<file path="config.mk">
export PLATFORM = sky130hd
export DESIGN_NAME = tte_mac
export DESIGN_NICKNAME = d
export VERILOG_FILES = /design/src/hw/rtl/tte_pkg.sv /design/src/hw/rtl/tte_mac.sv
export SDC_FILE = /design/constraint.sdc
export NUM_CORES = 2
export LEC_CHECK = 0
export BUFFER_PORTS_ARGS = -buffer_cell sky130_fd_sc_hd__buf_2
export CORE_ASPECT_RATIO = 0.5
export CORE_UTILIZATION = 60
export DETAILED_ROUTE_END_ITERATION = 8
export GPL_ROUTABILITY_DRIVEN = 0
export GPL_TIMING_DRIVEN = 0
export PLACE_DENSITY = 0.81
export SLEW_MARGIN = 5
export SYNTH_ARGS = -nofsm -noshare
export SYNTH_HDL_FRONTEND = slang
export SYNTH_SLANG_ARGS = --single-unit
</file>
<file path="constraint.sdc">
create_clock -name clk -period 9.92 [get_ports clk]
set_input_delay 0.992 -clock clk [delete_from_list [all_inputs] [get_ports clk]]
set_output_delay 0.992 -clock clk [all_outputs]
set_load 0.1 [all_outputs]
</file>
<file path="src/hw/rtl/tte_pkg.sv">
// Shared types, constants and rounding helpers of the tether tension estimator.
// No dependencies; every other RTL file imports this package.
package tte_pkg;

    localparam int FRAC_BITS = 16;
    localparam int MAC_A_W   = 44;
    localparam int MAC_B_W   = 22;
    localparam int MAC_P_W   = 68;

    localparam logic signed [20:0] PI_F       = 21'sd205887;
    localparam logic signed [20:0] HALF_PI_F  = 21'sd102944;
    localparam logic signed [20:0] NHALF_PI_F = -21'sd102944;
    localparam logic signed [19:0] GAIN_F     = 20'sd39797;

    localparam logic [24:0] POLY_C2 = 25'd24560629;
    localparam logic [43:0] POLY_C1 = 44'd1190544792000;
    localparam logic [60:0] POLY_C0 = 61'd632326716600000;
    localparam logic [60:0] FP_HALF = 61'd8796093022208;

    localparam logic [19:0] OUT_LIMIT  = 20'hFFFFF;
    localparam logic [20:0] COMP_LIMIT = 21'h100000;
    localparam logic [16:0] ONE_F      = 17'h10000;
    localparam logic [31:0] COV_RESET  = 32'h10000;

    localparam logic [1:0] CFG_MASS   = 2'd0;
    localparam logic [1:0] CFG_QNOISE = 2'd1;
    localparam logic [1:0] CFG_RNOISE = 2'd2;

    typedef enum logic [2:0] {
        ST_IDLE,
        ST_TRIG,
        ST_PREP,
        ST_COMP,
        ST_SQUARE,
        ST_ROOT,
        ST_UPDATE,
        ST_DONE
    } state_t;

    typedef struct packed {
        logic                      en;
        logic                      acc;
        logic signed [MAC_A_W-1:0] a;
        logic signed [MAC_B_W-1:0] b;
    } mac_req_t;

    function automatic logic [15:0] atan_f(input logic [3:0] i);
        logic [15:0] v;
        unique case (i)
            4'd0:  v = 16'd51472;
            4'd1:  v = 16'd30386;
            4'd2:  v = 16'd16055;
            4'd3:  v = 16'd8150;
            4'd4:  v = 16'd4091;
            4'd5:  v = 16'd2047;
            4'd6:  v = 16'd1024;
            4'd7:  v = 16'd512;
            4'd8:  v = 16'd256;
            4'd9:  v = 16'd128;
            4'd10: v = 16'd64;
            4'd11: v = 16'd32;
            4'd12: v = 16'd16;
            4'd13: v = 16'd8;
            4'd14: v = 16'd4;
            4'd15: v = 16'd2;
        endcase
        return v;
    endfunction

    function automatic logic signed [51:0] rnd16(input logic signed [MAC_P_W-1:0] v);
        logic signed [MAC_P_W-1:0] t;
        t = v + 68'sd32768;
        return t[67:16];
    endfunction

    function automatic logic signed [27:0] rnd12(input logic signed [MAC_P_W-1:0] v);
        logic signed [MAC_P_W-1:0] t;
        t = v + 68'sd2048;
        return t[39:12];
    endfunction

    function automatic logic signed [27:0] rnd20(input logic signed [MAC_P_W-1:0] v);
        logic signed [MAC_P_W-1:0] t;
        t = v + 68'sd524288;
        return t[47:20];
    endfunction

endpackage

</file>
<file path="src/hw/rtl/tte_mac.sv">
// Shared signed multiply-accumulate unit with a registered result.
// Depends on tte_pkg for the request struct and widths.
module tte_mac (
    input  logic                               clk,
    input  tte_pkg::mac_req_t                  req,
    output logic signed [tte_pkg::MAC_P_W-1:0] acc
);
    import tte_pkg::*;

    logic signed [MAC_A_W+MAC_B_W-1:0] prod;
    logic signed [MAC_P_W-1:0]         acc_reg;

    assign prod = req.a * req.b;
    assign acc  = acc_reg;

    always_ff @(posedge clk)
    begin
        if (req.en)
        begin
            if (req.acc)
            begin
                acc_reg <= acc_reg + MAC_P_W'(prod);
            end
            else
            begin
                acc_reg <= MAC_P_W'(prod);
            end
        end
    end
endmodule

</file>
; Word level (Yosys, flattened, before mapping)
; Cells that the tools add are included.
[totals]
in_bits = 69
output_inout_bits = 68
register_bits = 68
word_cells = 4
[classes]
n_mux = 1
multipliers = 1
add_sub_neg = 1
[ops]
columns = cell, n
row1 = $add A68 B66 Y68, 1
row2 = $mux W68, 1
row3 = $mul A44 B22 Y66, 1

; Longest topological paths before layout
[logic_depth]
word_depth = 3
depth_mapped = 39
depth_no_buf = 36

; Worst setup path after synthesis
; No wires, ideal clock.
[synth_path]
path_type = input -> register
from = input port req[1] in the netlist's numbering
to = register acc_reg[58] (netlist: acc[58]), data pin
slack_ps = 389
arrival_ps = 9271
stages = 35
path_buffers = 3
path_cell_list = clkbuf_1 > clkbuf_1 > nand2_1 > fa_1 > fa_1 > fa_1 > inv_1 > fa_1 > fa_1 > fa_1 > inv_1 > fa_1 > inv_1 > ha_1 > buf_2 > nand3_1 > a211oi_2 > a211oi_2 > a2111o_1 > o21ba_2 > nor2b_4 > o31ai_4 > a21oi_1 > xnor2_1 > ha_1 > nand4_1 > or2_2 > a211o_1 > a21o_1 > a31oi_1 > a221oi_1 > a21bo_2 > a21oi_1 > xnor2_1 > mux2_2
[synth_via]
elab_chain_cells = 3
[synth_lines]
columns = item, line_no
row1 = from (decl), tte_mac.sv:5  ; input tte_pkg::mac_req_t req,
row2 = $mul A44 B22 Y66 (*), tte_mac.sv:13  ; assign prod = req.a * req.b;
row3 = $add A68 B66 Y68, tte_mac.sv:22  ; acc_reg <= acc_reg + MAC_P_W'(prod);
row4 = $mux W68 (*), tte_mac.sv:20  ; if (req.acc)
row5 = to (signal assigned), tte_mac.sv:22
row6 = to (signal assigned), tte_mac.sv:26  ; acc_reg <= MAC_P_W'(prod);
row7 = to (decl), tte_mac.sv:11  ; logic signed [MAC_P_W-1:0] acc_reg;
; Every way passes the cells marked *; elsewhere a longest branch is shown, timed or not.
; A chain may end at the register's enable or synchronous reset.

; Worst setup path in the final report
[layout_path]
from = input port req[21] in the netlist's numbering
to = register acc_reg[63] (netlist: acc[63]), data pin
; Same word-level chain as after synthesis.

==> reports/metrics.yaml <==
fmax_mhz: 101
rr_startpoint: "acc[0]$_DFFE_PP_"
final_cells: 5501
yosys_register_bits: 68
status: "complete, but fails checks"
rsz0062_at_grt: "yes"
coreArea_um2: 65100
crit_arrival_ns: 10.14
rr_endpoint: "acc[40]$_DFFE_PP_"
crit_required_ns: 10.13
grt_pass1_wl_um: 190000
vias_per_cell: 6.16
num-nets-final: 5866
grt_overflow_total: 0
register_area_um2: 2040
antenna_found_initial: 13
holdPathStages: 2
path_clk_slew_ns: 0.06
synthCells: 4471
whs_ns: 0.733
die_y_um: 184
syn_nets: 5735
min_to: "acc[0]$_DFFE_PP_"
crit_top_cell: "fa_1"
maxSlewViolCount: 0
grt_use_met1_pct: 46.2
grt_pass1_vias: 34449
synth_area_um2: 39500
synthArstFlopShare_pct: 0
dieArea_um2: 67000
pin_count: 137
top_usage_layer: "met2"
tightest_slew_ns: 1.02
hp-start: "acc[0]$_DFFE_PP_"
fin_crit_sh_pct: 100
fillers: 5000
holdBufCountCts: 0
drtIter0Drc: 4336
dieWidth_um: 365
hold_violations: 0
synth_edf_count: 68
synth_cell_types: 72
use_met2_pct: 56.4
start_kind: "input port"
final_cell_mix: "inv_1 (944), fa_1 (930), nand2_1 (761)"
final_cell_area_um2: 43100
setup_viol: 1
h-tree-depth: 3
slowest_delay_ns: 0.63
critical_path_class: "input port to register"
first_pass_iters: 6
crit_path_top_delay_cell: "fa_2"
cp_max_fo: 10
post_drt_wl_per_cell_um: 22.9
worstSkewPairLatency_ns: 0.36
dp_slack_ns: -1.93
cts_sinks: 68
ys_seq_area_share_pct: 5.16
drive_gt1_share_pct: 10.4
dp.cells: 5472
yosysTopAreaCell: "fa_1"
max_slew_margin_pct: 31.9
grt_use_total_pct: 37.9
ys_top_cells_by_area: "fa_1 (48%), inv_1 (9.0%), ha_1 (8.0%)"
min_path_type: "register to register"
wl_um: 126000
setup_ws_ns: -0.0151
synth_top_area_share_pct: 47.7
period_needed_ns: 9.94
vias: 33870
drc: 0
failed_checks: "negative setup slack"
portBuffers: 116
ys_warn_count: 0
start_util_pct: 60.8
area_growth_pct: 8.91
cts_tree: "yes"
synth_flop_cell: "edfxtp_1"
numCtsBuffers: 9
fp-row-count: 66
largest_reg_flops: 68
max_cap_viol_count: 0
clock-root-buffer: "clkbuf_16"
use_met3_pct: 16.8
grt_max_degree: 60
ant_nets: 0
dpl.hpwl_um: 104000
r2r_setup_slack_ns: 5.97
worst_r2r_path_depth: 12
placed_cell_area_um2: 41300
multi_input_area_um2: 33400
endpoint_kind: "register"
finalClockSkew_ns: 0.00946
clk_path_buf_depth: 2
final_common_cell: "inv_1"
avgSynthCellArea_um2: 8.84
[metal layers]
metal	share of wire [%]	vias up
li1	-	13742
met1	34	16701
met2	43	2666
met3	16	743
met4	7.0	18
met5	0.13	-
[worst max path at each step]
| stage | slack, ns | startpoint | depth (start not counted) | endpoint |
|---|---|---|---|---|
| 2_1_floorplan | 0.39 | req[1] | 35 | acc[58]$_DFFE_PP_ |
| 3_3_place_gp | -1.87 | req[7] | 33 | acc[61]$_DFFE_PP_ |
| 3_5_place_dp | -1.93 | req[7] | 36 | acc[63]$_DFFE_PP_ |
| 4_1_cts | 0.002 | req[50] | 34 | acc[53]$_DFFE_PP_ |
| 5_1_grt | -0.11 | req[17] | 36 | acc[64]$_DFFE_PP_ |
| 6_report | -0.02 | req[21] | 35 | acc[63]$_DFFE_PP_ |
[critical path: cells and delay by family]
kind | cells | cell delay, ns
XOR/XNOR | 2 | 0.41
AND/OR/NAND/NOR | 9 | 1.75
buffers and inverters | 7 | 1.16
AO/OA/AOI/OAI | 8 | 1.66
adder cells (fa/ha/maj) | 9 | 4.15
[cell usage after synthesis, types with 3 or more instances]
cell and number:
a2111o_1 4, a2111oi_0 4, a211o_1 6, a211oi_1 13
a21boi_0 7, a21o_1 71, a21oi_1 164, a221o_1 3
a31oi_1 16, a41oi_1 10, and2_1 310, and3_1 10
buf_2 8, clkbuf_1 247, edfxtp_1 68, fa_1 942
ha_1 253, inv_1 945, mux2_2 39, nand2_1 763
nand2b_1 21, nand3_1 22, nand4_1 38, nor2_1 113
nor2b_1 7, nor3_1 21, nor4_1 5, nor4b_1 3
o211ai_1 7, o21a_1 13, o21ai_0 89, o21ai_1 13
o21bai_1 34, o31ai_1 10, o32ai_1 3, or2_2 5
or3_1 3, or4_1 4, xnor2_1 89, xor2_1 44
[area by class of cell]
type / instances / area share [%]
clock buffers: 9 / 0.523
clock inverters: 7 / 0.209
flip-flops and latches: 68 / 4.74
well taps: 884 / 2.57
repair buffers: 137 / 1.80
plain buffers: 239 / 4.22
diodes: 10 / 0.0581
inverters: 945 / 8.25
multi-input cells: 3202 / 77.6
[stage by stage]
stage	setup TNS [ns]	utilization [%]
CTS	0	65.1
global placement	-46.25	63.4
finish	-0.0151	66.2
global route	-0.607	66.1
detailed placement	-51.10	63.4
floorplan	0	-
[timing repair]
item,4_1_cts,5_1_grt
pin swaps,4,30
setup buffers,5,14
resized for setup,293,306
setup endpoints to repair,36,28
cloned,0,1
[logic make-up (layout without fill, tap and decap cells)]
| kind of cell | count (synthesis) | count (layout) | share of synthesized area, % |
|---|---|---|---|
| xor+xnor | 134 | 134 | 2.99 |
| compound gates | 496 | 496 | 8.01 |
| mux | 41 | 41 | 1.16 |
| simple gates | 1336 | 1336 | 15.5 |
| fa+ha+maj | 1195 | 1195 | 55.7 |
| flops | 68 | 68 | 5.16 |
| buf+inv | 1201 | 1337 | 11.4 |
| other cells | 0 | 10 | 0 |
Power is not shown: default switching activity piles up to over one toggle a cycle in this logic, so the estimate is an artifact.
