==> src/hw/rtl/tte_pkg.sv <==
// Shared types, constants and rounding helpers of the tether tension estimator.
// No dependencies; every other RTL file imports this package.
package tte_pkg;

    localparam int FRAC_BITS = 16;
    localparam int MAC_A_W   = 44;
    localparam int MAC_B_W   = 22;
    localparam int MAC_P_W   = 68;

    localparam logic signed [20:0] PI_F       = 21'sd205887;
    localparam logic signed [20:0] HALF_PI_F  = 21'sd102944;
    localparam logic signed [20:0] NHALF_PI_F = -21'sd102944;
    localparam logic signed [19:0] GAIN_F     = 20'sd39797;

    localparam logic [24:0] POLY_C2 = 25'd24560629;
    localparam logic [43:0] POLY_C1 = 44'd1190544792000;
    localparam logic [60:0] POLY_C0 = 61'd632326716600000;
    localparam logic [60:0] FP_HALF = 61'd8796093022208;

    localparam logic [19:0] OUT_LIMIT  = 20'hFFFFF;
    localparam logic [20:0] COMP_LIMIT = 21'h100000;
    localparam logic [16:0] ONE_F      = 17'h10000;
    localparam logic [31:0] COV_RESET  = 32'h10000;

    localparam logic [1:0] CFG_MASS   = 2'd0;
    localparam logic [1:0] CFG_QNOISE = 2'd1;
    localparam logic [1:0] CFG_RNOISE = 2'd2;

    typedef enum logic [2:0] {
        ST_IDLE,
        ST_TRIG,
        ST_PREP,
        ST_COMP,
        ST_SQUARE,
        ST_ROOT,
        ST_UPDATE,
        ST_DONE
    } state_t;

    typedef struct packed {
        logic                      en;
        logic                      acc;
        logic signed [MAC_A_W-1:0] a;
        logic signed [MAC_B_W-1:0] b;
    } mac_req_t;

    function automatic logic [15:0] atan_f(input logic [3:0] i);
        logic [15:0] v;
        unique case (i)
            4'd0:  v = 16'd51472;
            4'd1:  v = 16'd30386;
            4'd2:  v = 16'd16055;
            4'd3:  v = 16'd8150;
            4'd4:  v = 16'd4091;
            4'd5:  v = 16'd2047;
            4'd6:  v = 16'd1024;
            4'd7:  v = 16'd512;
            4'd8:  v = 16'd256;
            4'd9:  v = 16'd128;
            4'd10: v = 16'd64;
            4'd11: v = 16'd32;
            4'd12: v = 16'd16;
            4'd13: v = 16'd8;
            4'd14: v = 16'd4;
            4'd15: v = 16'd2;
        endcase
        return v;
    endfunction

    function automatic logic signed [51:0] rnd16(input logic signed [MAC_P_W-1:0] v);
        logic signed [MAC_P_W-1:0] t;
        t = v + 68'sd32768;
        return t[67:16];
    endfunction

    function automatic logic signed [27:0] rnd12(input logic signed [MAC_P_W-1:0] v);
        logic signed [MAC_P_W-1:0] t;
        t = v + 68'sd2048;
        return t[39:12];
    endfunction

    function automatic logic signed [27:0] rnd20(input logic signed [MAC_P_W-1:0] v);
        logic signed [MAC_P_W-1:0] t;
        t = v + 68'sd524288;
        return t[47:20];
    endfunction

endpackage

==> src/hw/rtl/tte_div.sv <==
// Restoring divider for the Kalman gain, one quotient bit per cycle.
// Depends on tte_pkg only through the common import.
module tte_div (
    input  logic        clk,
    input  logic        rst_n,
    input  logic        start,
    input  logic [32:0] num,
    input  logic [33:0] den,
    output logic        busy,
    output logic [16:0] quo
);
    import tte_pkg::*;

    logic        busy_reg;
    logic [4:0]  cnt_reg;
    logic [33:0] rem_reg;
    logic [33:0] dd_reg;
    logic        lsb_reg;
    logic [16:0] q_reg;
    logic        nb;
    logic [34:0] trial;
    logic        ge;

    always_comb
    begin
        nb    = (cnt_reg == 5'd16) ? lsb_reg : 1'b0;
        trial = {rem_reg, nb};
        ge    = trial >= {1'b0, dd_reg};
    end

    always_ff @(posedge clk or negedge rst_n)
    begin
        if (!rst_n)
        begin
            busy_reg <= 1'b0;
            cnt_reg  <= '0;
        end
        else if (start)
        begin
            busy_reg <= 1'b1;
            cnt_reg  <= 5'd16;
        end
        else if (busy_reg)
        begin
            if (cnt_reg == 5'd0)
            begin
                busy_reg <= 1'b0;
            end
            else
            begin
                cnt_reg <= cnt_reg - 5'd1;
            end
        end
    end

    always_ff @(posedge clk)
    begin
        if (start)
        begin
            rem_reg <= {2'b00, num[32:1]};
            lsb_reg <= num[0];
            dd_reg  <= den;
            q_reg   <= '0;
        end
        else if (busy_reg)
        begin
            rem_reg <= ge ? 34'(trial - {1'b0, dd_reg}) : trial[33:0];
            q_reg   <= {q_reg[15:0], ge};
        end
    end

    assign busy = busy_reg;
    assign quo  = q_reg;
endmodule

==> config.mk <==
export PLATFORM = sky130hd
export DESIGN_NAME = tte_div
export DESIGN_NICKNAME = d
export VERILOG_FILES = /design/src/hw/rtl/tte_pkg.sv /design/src/hw/rtl/tte_div.sv
export SDC_FILE = /design/constraint.sdc
export NUM_CORES = 1
export LEC_CHECK = 0
export BUFFER_PORTS_ARGS = -buffer_cell sky130_fd_sc_hd__buf_2
export CAP_MARGIN = 10
export CORE_MARGIN = 5
export CORE_UTILIZATION = 25
export CTS_CLUSTER_DIAMETER = 80
export DETAILED_ROUTE_END_ITERATION = 10
export PLACE_DENSITY_LB_ADDON = 0.25
export SLEW_MARGIN = 20
export SYNTH_ARGS = -nofsm -noshare
export SYNTH_HDL_FRONTEND = slang
export SYNTH_SLANG_ARGS = --single-unit
==> constraint.sdc <==
create_clock -name clk -period 4.3 [get_ports clk]
set_clock_uncertainty 0.15 [all_clocks]
set_input_delay 0 -clock clk [delete_from_list [all_inputs] [get_ports clk]]
set_output_delay 0 -clock clk [all_outputs]
set_load 0.05 [all_outputs]
=== Word-level counts from Yosys, hierarchy flattened ===
Index checks and enable logic that the tools add are counted.

* Register bits: 92
* Latch bits: 0
* Bits in writable memories: 0
* Bits in read-only memories: 0
* Input bits: 70
* Output and inout port bits: 18
* Logic and storage cells: 25
* Memories: 0

* Add/subtract/negate cells: 2
* Multiply operators: 0
* Divide/modulo/power cells: 0
* Magnitude comparators: 1
* Equal/unequal tests: 2
* Shifts and indexed selects: 0
* Muxes and demuxes: 10
* Bitwise logic cells: 0
* Reductions and logical operators: 3

{| class="wikitable"
|+ Operators by type and width
! cell !! count
|-
| 2-to-1 mux 32 bit || 2
|-
| greater-or-equal comparator 35 x 34 -> 1 bit || 1
|-
| 2-to-1 mux 34 bit || 1
|-
| subtractor 34 bit || 1
|-
| 2-to-1 mux 5 bit || 3
|-
| equality test 5 bit (second input constant) || 1
|-
| zero test 5 bit || 1
|-
| subtractor 5 x 1 -> 5 bit (second input constant) || 1
|-
| 2-to-1 mux 1 bit || 4
|-
| inequality test 2 bit (second input constant) || 1
|-
| AND reduction 2 bit || 1
|-
| nonzero test 2 bit || 1
|}

=== Longest topological paths before layout ===
* Depth in word-level cells: 6
* Depth in mapped cells: 15

=== Worst setup path after synthesis ===
OpenSTA, ideal clock, no wires.

* Path kind: register -> register
* Start: register cnt_reg[0]
* End: register rem_reg[10], data pin
* Arrival time: 3,138 ps
* Data required time: 3,890 ps
* Setup slack: 752 ps
* Stages on the path, launching flop included: 15
* Path buffers: 2
* Cell sequence: dfrtp_1 -> inv_1 -> ha_1 -> nand4_1 -> ha_1 -> nand2b_1 -> a211oi_1 -> o21ai_1 -> a211o_1 -> a211oi_4 -> or2_1 -> buf_6 -> buf_12 -> mux2_2 -> mux2_2

* Word-level cells in the longest chain between the ends: 6
* Elaborated cells on any way between the ends: 7
* Classes of those cells: 1 x add/sub; 1 x order compare; 1 x eq/ne; 4 x mux

{| class="wikitable"
|+ RTL lines
! element !! line !! source
|-
| from (decl) || tte_div.sv:15 || <nowiki>logic [4:0] cnt_reg;</nowiki>
|-
| from (signal assigned) || tte_div.sv:51 || <nowiki>cnt_reg <= cnt_reg - 5'd1;</nowiki>
|-
| equality test 5 bit (*) || tte_div.sv:26 || <nowiki>nb = (cnt_reg == 5'd16) ? lsb_reg : 1'b0;</nowiki>
|-
| 2-to-1 mux 1 bit (*) || tte_div.sv:26 ||
|-
| subtractor 34 bit / greater-or-equal comparator 35 x 34 -> 1 bit (equally long branches) || tte_div.sv:67, tte_div.sv:28 ||
|-
| 2-to-1 mux 34 bit (*) || tte_div.sv:67 || <nowiki>rem_reg <= ge ? 34'(trial - {1'b0, dd_reg}) : trial[33:0];</nowiki>
|-
| 2-to-1 mux 32 bit (*) || tte_div.sv:65 || <nowiki>else if (busy_reg)</nowiki>
|-
| 2-to-1 mux 32 bit (*) || tte_div.sv:58 || <nowiki>if (start)</nowiki>
|-
| to (signal assigned) || tte_div.sv:60 || <nowiki>rem_reg <= {2'b00, num[32:1]};</nowiki>
|-
| to (signal assigned) || tte_div.sv:67 ||
|-
| to (decl) || tte_div.sv:16 || <nowiki>logic [33:0] rem_reg;</nowiki>
|}

Every way passes the cells marked *; elsewhere a longest branch is shown, timed or not. The select of a mux whose other input is x is not followed.
A chain may end at the register's enable or synchronous reset.

=== Final worst setup path ===
* Start: register cnt_reg[0]
* End: register rem_reg[6], data pin

Same word-level chain as after synthesis.

==> flow_summary_export.csv <==
group,metric,value,unit
status,run_status,"completed",
clock_network,clk_pin_slew,0.07,ns
floorplan,die_y,164,um
detailed_routing,drtPass1Iterations,4,
floorplan,ios,88,
synthesis,yosysTopAreaCellShare,0.340,
setup_path,crit_type,"flop to flop",
finish,layout-drive-gt1-share,0.199,
timing,fin_ws,0.375,ns
synthesis,synth.most_common_cell,"edfxtp_1",
timing,rsz0062_at_grt,"no",
finish,instances_no_fill,1066,
clock_network,cts_tree,"done",
finish,nNetsFinal,849,
setup_path,start_kind,"flop",
power,powerDensity,643,mW/mm^2
power,internal-power,2850,uW
synthesis,synth_seq_cells,92,
clock_network,cts_root_buf,"clkbuf_16",
detailed_routing,drtIter0Drc,247,
clock_network,clock-sinks,92,
synthesis,synthArstFlopShare,0.0652,
timing,slew_violations,0,
setup_path,arrival,3.89,ns
placement,portBuffers,87,
synthesis,seq_area_frac_synth,0.430,
synthesis,ys_types,67,
detailed_routing,drc_errors,0,
floorplan,dieWidth,164,um
global_routing,grt_max_degree,68,
finish,syn2layout_area_growth,29.0,%
detailed_routing,route.detailed.wl_per_inst,14.6,um
floorplan,die-area,0.0268,mm^2
timing,hold_viol,0,
setup_path,worstPathMaxFanout,34,
clock_network,cts_inserted_buffers,9,
placement,post-place-ws,0.349,ns
placement,gp_congestion,0.809,
detailed_routing,vias,4824,
synthesis,synth_fp_nets,705,
timing,slew-limit-headroom,0.329,
hold_path,hold_path.class,"input pin to flop",
clock_network,cts_buffer_depth,2,
setup_path,ff2ff_setup_slack,0.38,ns
synthesis,synthesis.area,0.00591,mm^2
clock_network,cts_resized,0,
clock_network,worstSkewPairLatency,0.36,ns
timing,setup_viol,0,
finish,antennaDiodeCount,0,
placement,hpwl,11.1,mm
global_routing,grt_pass1_wl,25.2,mm
synthesis,synth_edf_count,67,
timing,max_freq,255,MHz
power,p_leak,0.00331,uW
detailed_routing,drt-total-wl,15.5,mm
placement,dp_cells,983,
timing,tns,0,ns
power,p_sw_frac,0.419,
global_routing,gr-total-overflow,0,
timing,tightestPinTransition,1.00,ns
setup_path,worstSetupEndpointType,"flop",
global_routing,grt_pass1_vias,4903,
power,p_comb_frac,0.554,
floorplan,core-area,0.0234,mm^2
power,seqPwrFrac,0.281,
timing,fin_crit_sh,0.913,
floorplan,initial_core_util,0.253,
power,p_sw,2050,uW
timing,period_minus_slack,3.92,ns
setup_path,worstPathRequired,4.26,ns
global_routing,antenna_found_initial,0,
detailed_routing,ant_nets,0,
synthesis,netlist_instances,598,
finish,finish.utilization,0.326,
synthesis,synth-main-ff-cell,"edfxtp_1",
synthesis,synth_area_leader_cell,"edfxtp_1",
synthesis,ys_top_cells_by_area,"edfxtp_1, ha_1, dfxtp_1",
floorplan,rows,56,
synthesis,synth_warnings,0,
flow_run,max_cap_viol_count,0,
global_routing,track_usage,0.118,
power,ir_drop,238,uV
detailed_routing,viasPerCell,4.53,
power,clkPwrFrac,0.165,
synthesis,synthTopCellsByCount,"edfxtp_1, a21oi_1, inv_1, nor2_1, ha_1",
clock_network,cts.htree.levels,3,
synthesis,synth.avg_cell_area,9.88,um^2
-- through the flow --
| stage | area [um^2] | hold slack (ns) | total power, uW |
|---|---|---|---|
| after global routing | 7620 | 0.0258 | 5320 |
| after CTS | 7620 | 0.0187 | 4960 |
| after detailed placement | 6660 | -0.317 | 4070 |
| final | 7620 | 0.0314 | 4900 |
| after floorplan | 5910 | -0.446 | 3490 |
| after global placement | 6660 | -0.319 | 4080 |
-- area by class of cell --
type	count	area (um^2)
clock buffer	9	225
timing repair buffer	160	1170
multi-input combinational	431	3050
clock inverter	7	63.8
fill	2504	15800
tap	319	399
sequential	92	2540
inverter	48	180
-- what timing repair did --
item	in CTS	in global routing
setup buffers	0	0
hold endpoints to repair	71	0
endpoints found under the setup margin	0	0
hold buffers	67	0
-- routing by layer --
| layer | track usage | vias up | wire length (um) |
|---|---|---|---|
| li1 | - | 2460 | - |
| met1 | 0.162 | 2257 | 7640 |
| met4 | 0.0301 | 0 | 187 |
| met5 | 0 | - | 0 |
| met2 | 0.186 | 94 | 6950 |
| met3 | 0.0296 | 13 | 734 |
-- power groups by stage --
stage	combinational, uW	sequential [uW]	clock (uW)
3_5_place_dp	2680	1390	0
5_1_grt	3040	1400	882
4_1_cts	2740	1380	839
6_report	2720	1380	809
3_3_place_gp	2680	1400	0
2_1_floorplan	2100	1390	0
-- cells in the final DEF, fill, tap and decap left out, types with 8 or more instances in the layout --
cell	netlist	final
o21ai_0	30	30
dfxtp_1	19	19
mux2i_1	21	21
a21oi_1	56	56
a211oi_1	8	8
mux2_2	25	25
xnor2_1	22	22
nand3_1	11	11
nand2_1	34	34
edfxtp_1	67	67
inv_1	48	48
nor3_1	9	9
nand2b_1	9	9
clkbuf_16	0	9
nor2b_1	12	12
nand4_1	10	10
nor2_1	46	46
a21o_1	20	20
buf_2	1	86
ha_1	36	36
dlygate4sd3_1	0	67
-- worst max-delay path, stage by stage (launching register included) --
cell and delay (ns):
dfrtp_1 0.37, inv_1 0.11, ha_1 0.19, nand4_1 0.13, ha_1 0.21, nand2b_1 0.16, a211oi_1 0.35, o21ai_1 0.18
a211o_1 0.40, a211oi_4 0.36, or2_1 0.20, buf_12 0.23, mux2_2 0.36, mux2_2 0.26
-- worst paths after layout --
kind / from / to / depth (start not counted)
worst max register to register: cnt_reg[0]$_DFFE_PN0P_ / rem_reg[6]$_DFFE_PP_ / 13
max in group asynchronous: rst_n / busy$_DFF_PN0_ / 3
worst min register to register: quo[16]$_SDFFE_PP0P_ / quo[16]$_SDFFE_PP0P_ / 2
worst max-delay path: cnt_reg[0]$_DFFE_PN0P_ / rem_reg[6]$_DFFE_PP_ / 13
min in group asynchronous: rst_n / cnt_reg[1]$_DFFE_PN0P_ / 3
worst min-delay path: num[32] / rem_reg[31]$_DFFE_PP_ / 4
-- logic make-up (layout without fill, tap and decap cells) --
family	after synthesis	after routing	synth area share
buf+inv	75	224	0.0544
flops	92	92	0.430
xor+xnor	27	27	0.0400
compound gates	158	158	0.173
simple gates	163	163	0.139
fa+ha+maj	37	37	0.0796
mux	46	46	0.0832
No activity file was read; power rests on OpenSTA's default activity.
