--- config.mk ---
export PLATFORM = sky130hd
export DESIGN_NAME = tte_cordic
export DESIGN_NICKNAME = d
export VERILOG_FILES = /design/src/hw/rtl/tte_pkg.sv /design/src/hw/rtl/tte_cordic.sv
export SDC_FILE = /design/constraint.sdc
export NUM_CORES = 1
export LEC_CHECK = 0
export BUFFER_PORTS_ARGS = -buffer_cell sky130_fd_sc_hd__buf_2
export CORE_ASPECT_RATIO = 0.5
export CORE_MARGIN = 3
export CORE_UTILIZATION = 40
export CTS_CLUSTER_DIAMETER = 100
export CTS_CLUSTER_SIZE = 30
export DETAILED_ROUTE_END_ITERATION = 8
export PLACE_DENSITY = 0.61
export SETUP_SLACK_MARGIN = 0.5
export SLEW_MARGIN = 0
export SYNTH_ARGS = -nofsm -noshare
export SYNTH_HDL_FRONTEND = slang
export SYNTH_SLANG_ARGS = --single-unit
--- constraint.sdc ---
create_clock -name clk -period 12.71 [get_ports clk]
set_input_delay 1.9065 -clock clk [delete_from_list [all_inputs] [get_ports clk]]
set_output_delay 1.9065 -clock clk [all_outputs]
set_load 0.02 [all_outputs]
--- src/hw/rtl/tte_pkg.sv ---
// Shared types, constants and rounding helpers of the tether tension estimator.
// No dependencies; every other RTL file imports this package.
package tte_pkg;

    localparam int FRAC_BITS = 16;
    localparam int MAC_A_W   = 44;
    localparam int MAC_B_W   = 22;
    localparam int MAC_P_W   = 68;

    localparam logic signed [20:0] PI_F       = 21'sd205887;
    localparam logic signed [20:0] HALF_PI_F  = 21'sd102944;
    localparam logic signed [20:0] NHALF_PI_F = -21'sd102944;
    localparam logic signed [19:0] GAIN_F     = 20'sd39797;

    localparam logic [24:0] POLY_C2 = 25'd24560629;
    localparam logic [43:0] POLY_C1 = 44'd1190544792000;
    localparam logic [60:0] POLY_C0 = 61'd632326716600000;
    localparam logic [60:0] FP_HALF = 61'd8796093022208;

    localparam logic [19:0] OUT_LIMIT  = 20'hFFFFF;
    localparam logic [20:0] COMP_LIMIT = 21'h100000;
    localparam logic [16:0] ONE_F      = 17'h10000;
    localparam logic [31:0] COV_RESET  = 32'h10000;

    localparam logic [1:0] CFG_MASS   = 2'd0;
    localparam logic [1:0] CFG_QNOISE = 2'd1;
    localparam logic [1:0] CFG_RNOISE = 2'd2;

    typedef enum logic [2:0] {
        ST_IDLE,
        ST_TRIG,
        ST_PREP,
        ST_COMP,
        ST_SQUARE,
        ST_ROOT,
        ST_UPDATE,
        ST_DONE
    } state_t;

    typedef struct packed {
        logic                      en;
        logic                      acc;
        logic signed [MAC_A_W-1:0] a;
        logic signed [MAC_B_W-1:0] b;
    } mac_req_t;

    function automatic logic [15:0] atan_f(input logic [3:0] i);
        logic [15:0] v;
        unique case (i)
            4'd0:  v = 16'd51472;
            4'd1:  v = 16'd30386;
            4'd2:  v = 16'd16055;
            4'd3:  v = 16'd8150;
            4'd4:  v = 16'd4091;
            4'd5:  v = 16'd2047;
            4'd6:  v = 16'd1024;
            4'd7:  v = 16'd512;
            4'd8:  v = 16'd256;
            4'd9:  v = 16'd128;
            4'd10: v = 16'd64;
            4'd11: v = 16'd32;
            4'd12: v = 16'd16;
            4'd13: v = 16'd8;
            4'd14: v = 16'd4;
            4'd15: v = 16'd2;
        endcase
        return v;
    endfunction

    function automatic logic signed [51:0] rnd16(input logic signed [MAC_P_W-1:0] v);
        logic signed [MAC_P_W-1:0] t;
        t = v + 68'sd32768;
        return t[67:16];
    endfunction

    function automatic logic signed [27:0] rnd12(input logic signed [MAC_P_W-1:0] v);
        logic signed [MAC_P_W-1:0] t;
        t = v + 68'sd2048;
        return t[39:12];
    endfunction

    function automatic logic signed [27:0] rnd20(input logic signed [MAC_P_W-1:0] v);
        logic signed [MAC_P_W-1:0] t;
        t = v + 68'sd524288;
        return t[47:20];
    endfunction

endpackage

--- src/hw/rtl/tte_cordic.sv ---
// Iterative CORDIC sine/cosine, one rotation per cycle, with a half-turn fold.
// Depends on tte_pkg for the arctangent table and angle constants.
module tte_cordic (
    input  logic               clk,
    input  logic               rst_n,
    input  logic               start,
    input  logic signed [14:0] angle,
    output logic               done,
    output logic signed [19:0] sin_val,
    output logic signed [19:0] cos_val
);
    import tte_pkg::*;

    logic               busy_reg;
    logic               done_reg;
    logic [3:0]         iter_reg;
    logic signed [19:0] x_reg;
    logic signed [19:0] y_reg;
    logic signed [20:0] z_reg;
    logic               neg_reg;
    logic signed [19:0] sin_reg;
    logic signed [19:0] cos_reg;

    logic signed [20:0] a_in;
    logic signed [20:0] a_fold;
    logic               neg_fold;
    logic signed [19:0] xs;
    logic signed [19:0] ys;
    logic signed [20:0] t;
    logic signed [19:0] x_nx;
    logic signed [19:0] y_nx;
    logic signed [20:0] z_nx;

    always_comb
    begin
        a_in     = {{2{angle[14]}}, angle, 4'b0000};
        a_fold   = a_in;
        neg_fold = 1'b0;
        if (a_in > HALF_PI_F)
        begin
            a_fold   = a_in - PI_F;
            neg_fold = 1'b1;
        end
        else if (a_in < NHALF_PI_F)
        begin
            a_fold   = a_in + PI_F;
            neg_fold = 1'b1;
        end
        xs = x_reg >>> iter_reg;
        ys = y_reg >>> iter_reg;
        t  = {5'b00000, atan_f(iter_reg)};
        if (!z_reg[20])
        begin
            x_nx = x_reg - ys;
            y_nx = y_reg + xs;
            z_nx = z_reg - t;
        end
        else
        begin
            x_nx = x_reg + ys;
            y_nx = y_reg - xs;
            z_nx = z_reg + t;
        end
    end

    always_ff @(posedge clk or negedge rst_n)
    begin
        if (!rst_n)
        begin
            busy_reg <= 1'b0;
            done_reg <= 1'b0;
            iter_reg <= '0;
        end
        else
        begin
            done_reg <= 1'b0;
            if (start)
            begin
                busy_reg <= 1'b1;
                iter_reg <= '0;
            end
            else if (busy_reg)
            begin
                iter_reg <= iter_reg + 4'd1;
                if (iter_reg == 4'd15)
                begin
                    busy_reg <= 1'b0;
                    done_reg <= 1'b1;
                end
            end
        end
    end

    always_ff @(posedge clk)
    begin
        if (start)
        begin
            x_reg   <= GAIN_F;
            y_reg   <= '0;
            z_reg   <= a_fold;
            neg_reg <= neg_fold;
        end
        else if (busy_reg)
        begin
            x_reg <= x_nx;
            y_reg <= y_nx;
            z_reg <= z_nx;
            if (iter_reg == 4'd15)
            begin
                sin_reg <= neg_reg ? -y_nx : y_nx;
                cos_reg <= neg_reg ? -x_nx : x_nx;
            end
        end
    end

    assign done    = done_reg;
    assign sin_val = sin_reg;
    assign cos_val = cos_reg;
endmodule

After elaboration in Yosys (flattened, before gate mapping)
Memories as Yosys holds them, arrays and structs flattened.
Cells that the tools add are included.
{ "word_totals": {"reg_bits": 108, "romBits": 256, "in_bits": 18, "output_inout_bits": 41, "elab_cells": 47, "n_memories": 1} }
{ "mem_list": {"columns": ["memory", "words", "word_bits", "rd", "rd_clocked_by_memory_dff", "write_ports", "line_no", "text"], "rows": [
  ["(name not given)", 16, 16, 1, 0, 0, "tte_pkg.sv:49", "unique case (i)"]
]} }
{ "op_classes": {"addsub": 11, "magnitude_cmp": 2, "n_eq_ne": 1, "shifts": 2, "n_mux": 18, "n_bitwise": 1, "n_reduce_logical": 2} }
{ "ops": {"columns": ["cell", "count"], "rows": [
  ["two-way mux 21 bit", 5],
  ["two-way mux 20 bit", 4],
  ["adder 20 bit", 2],
  ["negator 20 bit", 2],
  [">>> shifter 20 x 4 -> 20 bit", 2],
  ["subtractor 20 bit", 2],
  ["adder 21 x 17 -> 21 bit", 1],
  ["subtractor 21 x 17 -> 21 bit", 1],
  ["adder 19 x 19 -> 20 bit (second input constant)", 1],
  ["subtractor 19 x 19 -> 20 bit (second input constant)", 1],
  ["greater-than comparator 19 x 18 -> 1 bit (second input constant)", 1],
  ["less-than comparator 19 x 18 -> 1 bit (second input constant)", 1],
  ["two-way mux 4 bit", 2],
  ["two-way mux 1 bit", 7],
  ["adder 4 x 1 -> 4 bit (second input constant)", 1],
  ["== test 4 bit (second input constant)", 1],
  ["AND reduction 3 bit", 1],
  ["nonzero test 2 bit", 1],
  ["inverter 1 bit", 1]
]} }

Logic depth before layout (Yosys ltp)
{ "logic_depth": {"word_depth": 5, "ltp_mapped": 24, "ltp_nobuf": 20} }

Least setup slack after synthesis
OpenSTA, ideal clock, no wires.
{ "synth_path": {"path_type": "reg-to-reg", "start": "reg iter_reg[1]", "end": "reg cos_reg[19], in the netlist cos_val[19] (data pin)", "setup_time_ps": 262, "arrival_time_ps": 5672, "required_ps": 12448, "path_slack_ps": 6776, "path_stages_with_launch": 22, "cell_sequence": "dfrtp_1 > buf_2 > buf_2 > buf_2 > mux2_2 > mux4_2 > mux2i_1 > ha_1 > and3_1 > nor2_1 > xnor2_1 > ha_1 > buf_2 > a2111oi_2 > o31ai_1 > a31o_1 > a211o_1 > a211o_1 > or4b_4 > or4b_4 > o31ai_4 > xnor2_1"} }
{ "synth_via": {"elab_chain_cells": 5, "word_cells_on_any_way": 6, "cone_classes": "3 x add/sub; 1 x shift; 2 x mux"} }
{ "synth_lines": {"columns": ["item", "line_no", "text"], "rows": [
  ["start, declared", "tte_cordic.sv:16", "logic [3:0] iter_reg;"],
  ["start signal, assigned", "tte_cordic.sv:84", "iter_reg <= iter_reg + 4'd1;"],
  [">>> shifter 20 x 4 -> 20 bit (*)", "tte_cordic.sv:50", "ys = y_reg >>> iter_reg;"],
  ["subtractor 20 bit or adder 20 bit (tied branches)", "tte_cordic.sv:54, tte_cordic.sv:60", null],
  ["two-way mux 20 bit (*)", "tte_cordic.sv:52", "if (!z_reg[20])"],
  ["negator 20 bit", "tte_cordic.sv:111", "cos_reg <= neg_reg ? -x_nx : x_nx;"],
  ["two-way mux 20 bit (*)", "tte_cordic.sv:111", null],
  ["end signal, assigned", "tte_cordic.sv:111", null],
  ["end, declared", "tte_cordic.sv:22", "logic signed [19:0] cos_reg;"]
]} }
Every way passes the cells marked *; elsewhere a longest branch is shown, timed or not.
A chain may end at the register's enable or synchronous reset.

Worst setup path in the final report
{ "layout_path": {"start": "reg iter_reg[1]", "end": "reg sin_reg[19], in the netlist sin_val[19] (data pin)"} }
{ "layout_via": {"elab_chain_cells": 5, "word_cells_on_any_way": 6, "cone_classes": "3 x add/sub; 1 x shift; 2 x mux"} }
{ "layout_lines": {"columns": ["item", "line_no", "text"], "rows": [
  [">>> shifter 20 x 4 -> 20 bit (*)", "tte_cordic.sv:49", "xs = x_reg >>> iter_reg;"],
  ["adder 20 bit or subtractor 20 bit (tied branches)", "tte_cordic.sv:55, tte_cordic.sv:61", null],
  ["two-way mux 20 bit (*)", "tte_cordic.sv:52", null],
  ["negator 20 bit", "tte_cordic.sv:110", "sin_reg <= neg_reg ? -y_nx : y_nx;"],
  ["two-way mux 20 bit (*)", "tte_cordic.sv:110", null],
  ["end signal, assigned", "tte_cordic.sv:110", null],
  ["end, declared", "tte_cordic.sv:21", "logic signed [19:0] sin_reg;"]
]} }
Marks and branches as above.

==> results.yml <==
placed_design:
  place.gp.congestion: 0.9206
  hpwl_um: 22910
  portBuffers: 58
  post_dp_cell_area_um2: 12150
final_layout:
  fin_area_um2: 12440
  multi_input_area_um2: 8269
  final_common_cell: "nor2_1"
  layout_common_cells: "nor2_1 (154), a21oi_1 (96), nand2_1 (93)"
  drive_gt1_frac: 0.1319
  diodes: 0
  ff_latch_area_um2: 2816
  syn_to_final_growth_pct: 7.582
  largest_reg_flops: 21
  nFillCells: 2788
  fin_nets: 1441
drt:
  ant_nets: 0
  first_pass_iters: 6
  drt_iter0_markers: 973
  routedWlPerCell_um: 18.13
  drc: 0
  drt-total-wl_um: 31390
  vias: 10220
  vias_per_cell: 5.906
synth:
  yosys_warnings: 0
  muxShareOfSynthArea: 0.1518
  synth-xor-area-share: 0.1037
  synth_simple_gate_area_frac: 0.1747
  synthArstFlopShare: 0.05556
  netlist_area_um2: 11570
  synth_top_family_by_area: "compound AO/OA/AOI/OAI gates"
  syn-instance-count: 1332
  ys_ff_latch: 108
  synth-adder-area-share: 0.08740
  ys.flop_type: "edfxtp_1"
  synth_edf_count: 62
  synthesis.nets: 1429
  synth_area_per_cell_um2: 8.684
  synth.distinct_cells: 87
  synth-compound-area-share: 0.1969
  yosysSeqAreaShare: 0.2432
clocking:
  clk_path_buf_depth: 2
  cts_buffers: 9
  clock_sinks: 108
  cts_resized: 0
  cts.clk_slew.worst_paths_ns: 0.07
  insertion_delay_ns: 0.37
  htreeDepth: 3
  root_buffer: "clkbuf_16"
  cts_setup_buffers: 0
  cts_tree: "done"
  cts_hold_buf: 0
global_routing:
  grt_pass1_wl_um: 50940
  grt_max_degree: 74
  first_global_vias: 9539
  globalRouteOverflowTotal: 0
  grt_usage: 0.2014
  grt_antenna_before_repair: 0
setup_path:
  cp-start-kind: "register"
  crit_type: "reg2reg"
  reg2reg_to: "sin_val[19]"
  cp_slowest_cell: "buf_4"
  max_stage_delay_ns: 0.68
  crit_arrival_ns: 6.59
  crit_fanout: 73
  r2r_start: "iter_reg[1]"
  reg2regPathDepth: 17
  crit_start: "iter_reg[1]"
  ff2ff_setup_slack_ns: 6.23
  cp-endpoint: "sin_val[19]"
  crit_path_cell_trace: "buf_4 > mux4_2 > mux4_2 > nor3_1 > nand2_1 > nor3_1 > a21oi_1 > xor2_1 > ha_1 > nand2_1 > o21ai_0 > a41oi_1 > o31ai_1 > xnor2_1 > a2111o_1 > o41ai_1 > xor2_1"
  cp.required_ns: 12.82
  endpoint_kind: "register"
timing:
  slew_headroom: 0.3554
  tightest_slew_ns: 0.9646
  finalHoldViolations: 0
  fin_crit_sh: 0.5100
  setup_tns_ns: 0
  slew_viol_final: 0
  fin_skew_ns: 0.008303
  grt_setup_unrepaired: "false"
  fmax_ghz: 0.1543
  min_period_ns: 6.482
  setup_viol: 0
floorplanning:
  coreArea_um2: 28080
  die_x_um: 246.5
  chipHeight_um: 126.2
  rows: 43
  start_util: 0.4119
  ios: 59
  dieArea_um2: 31120
worst_hold_path:
  holdPathStages: 2
  hp-class: "reg2reg"
run_status:
  outcome: "finished clean"
flow_run:
  max_cap_violations: 0
-- final cells by class --
type	instances	area share
multi-input combinational	1101	0.6645
sequential	108	0.2263
tap	382	0.03841
timing repair buffer	71	0.03117
clock buffer	10	0.01840
inverter	53	0.01599
clock inverter	6	0.005228
-- layer usage --
metal,up-vias,global-route usage,wire [um]
met4,0,0.05169,607
met1,4871,0.3004,15260
met5,-,0,0
met3,32,0.03255,2149
met2,369,0.3014,13380
li1,4952,-,-
-- cells by family (layout without fill, tap and decap cells) --
| logic type | Yosys count | in the layout |
|---|---|---|
| and+or+nand+nor | 417 | 417 |
| xor gates and xnor gates | 137 | 137 |
| buffers and inverters | 123 | 140 |
| AOI/OAI and AO/OA | 347 | 347 |
| muxes | 121 | 121 |
| adders and majority gates | 79 | 79 |
| DFF | 108 | 108 |
-- how the worst min path moves through the flow --
stage | start | to | slack (ns)
2_1_floorplan | x_reg[0] | x_reg[0] | 0.47
3_3_place_gp | x_reg[0] | x_reg[0] | 0.50
3_5_place_dp | y_reg[0] | y_reg[0] | 0.51
4_1_cts | y_reg[0] | y_reg[0] | 0.52
5_1_grt | y_reg[0] | y_reg[0] | 0.54
6_report | y_reg[0] | y_reg[0] | 0.52
-- synthesized netlist by cell type (all sizes together), types with 25 or more instances --
master | instances | area share
nor2 | 155 | 0.051
a21oi | 96 | 0.042
nand2 | 93 | 0.030
xnor2 | 91 | 0.069
ha | 76 | 0.082
o21ai | 72 | 0.031
edfxtp | 62 | 0.16
mux2i | 55 | 0.048
inv | 52 | 0.017
xor2 | 46 | 0.035
clkbuf | 44 | 0.014
mux4 | 41 | 0.080
dfxtp | 40 | 0.069
nor3 | 31 | 0.013
buf | 26 | 0.011
mux2 | 25 | 0.024
-- critical path: cells and delay by family, from the launching register on --
kind / cells / cell delay [ns]
AOI/OAI and AO/OA: 6 / 2.22
xor gates and xnor gates: 3 / 0.50
adders and majority gates: 1 / 0.33
buffers and inverters: 1 / 0.68
DFF: 1 / 0.34
muxes: 2 / 1.12
and+or+nand+nor: 4 / 0.95
-- stage by stage --
stage / worst slack [ns] / util / std cells / hold slack, ns
after global placement: 6.494 / 0.4326 / 1715 / 0.4977
after global routing: 5.568 / 0.4431 / 1731 / 0.5396
after floorplan: 6.776 / - / 1332 / 0.4667
after CTS: 6.243 / 0.4431 / 1731 / 0.5172
final: 6.228 / 0.4431 / 1731 / 0.5180
after detailed placement: 6.320 / 0.4326 / 1715 / 0.5060
Power is not shown: default switching activity piles up to over one toggle a cycle in this logic, so the estimate is an artifact.
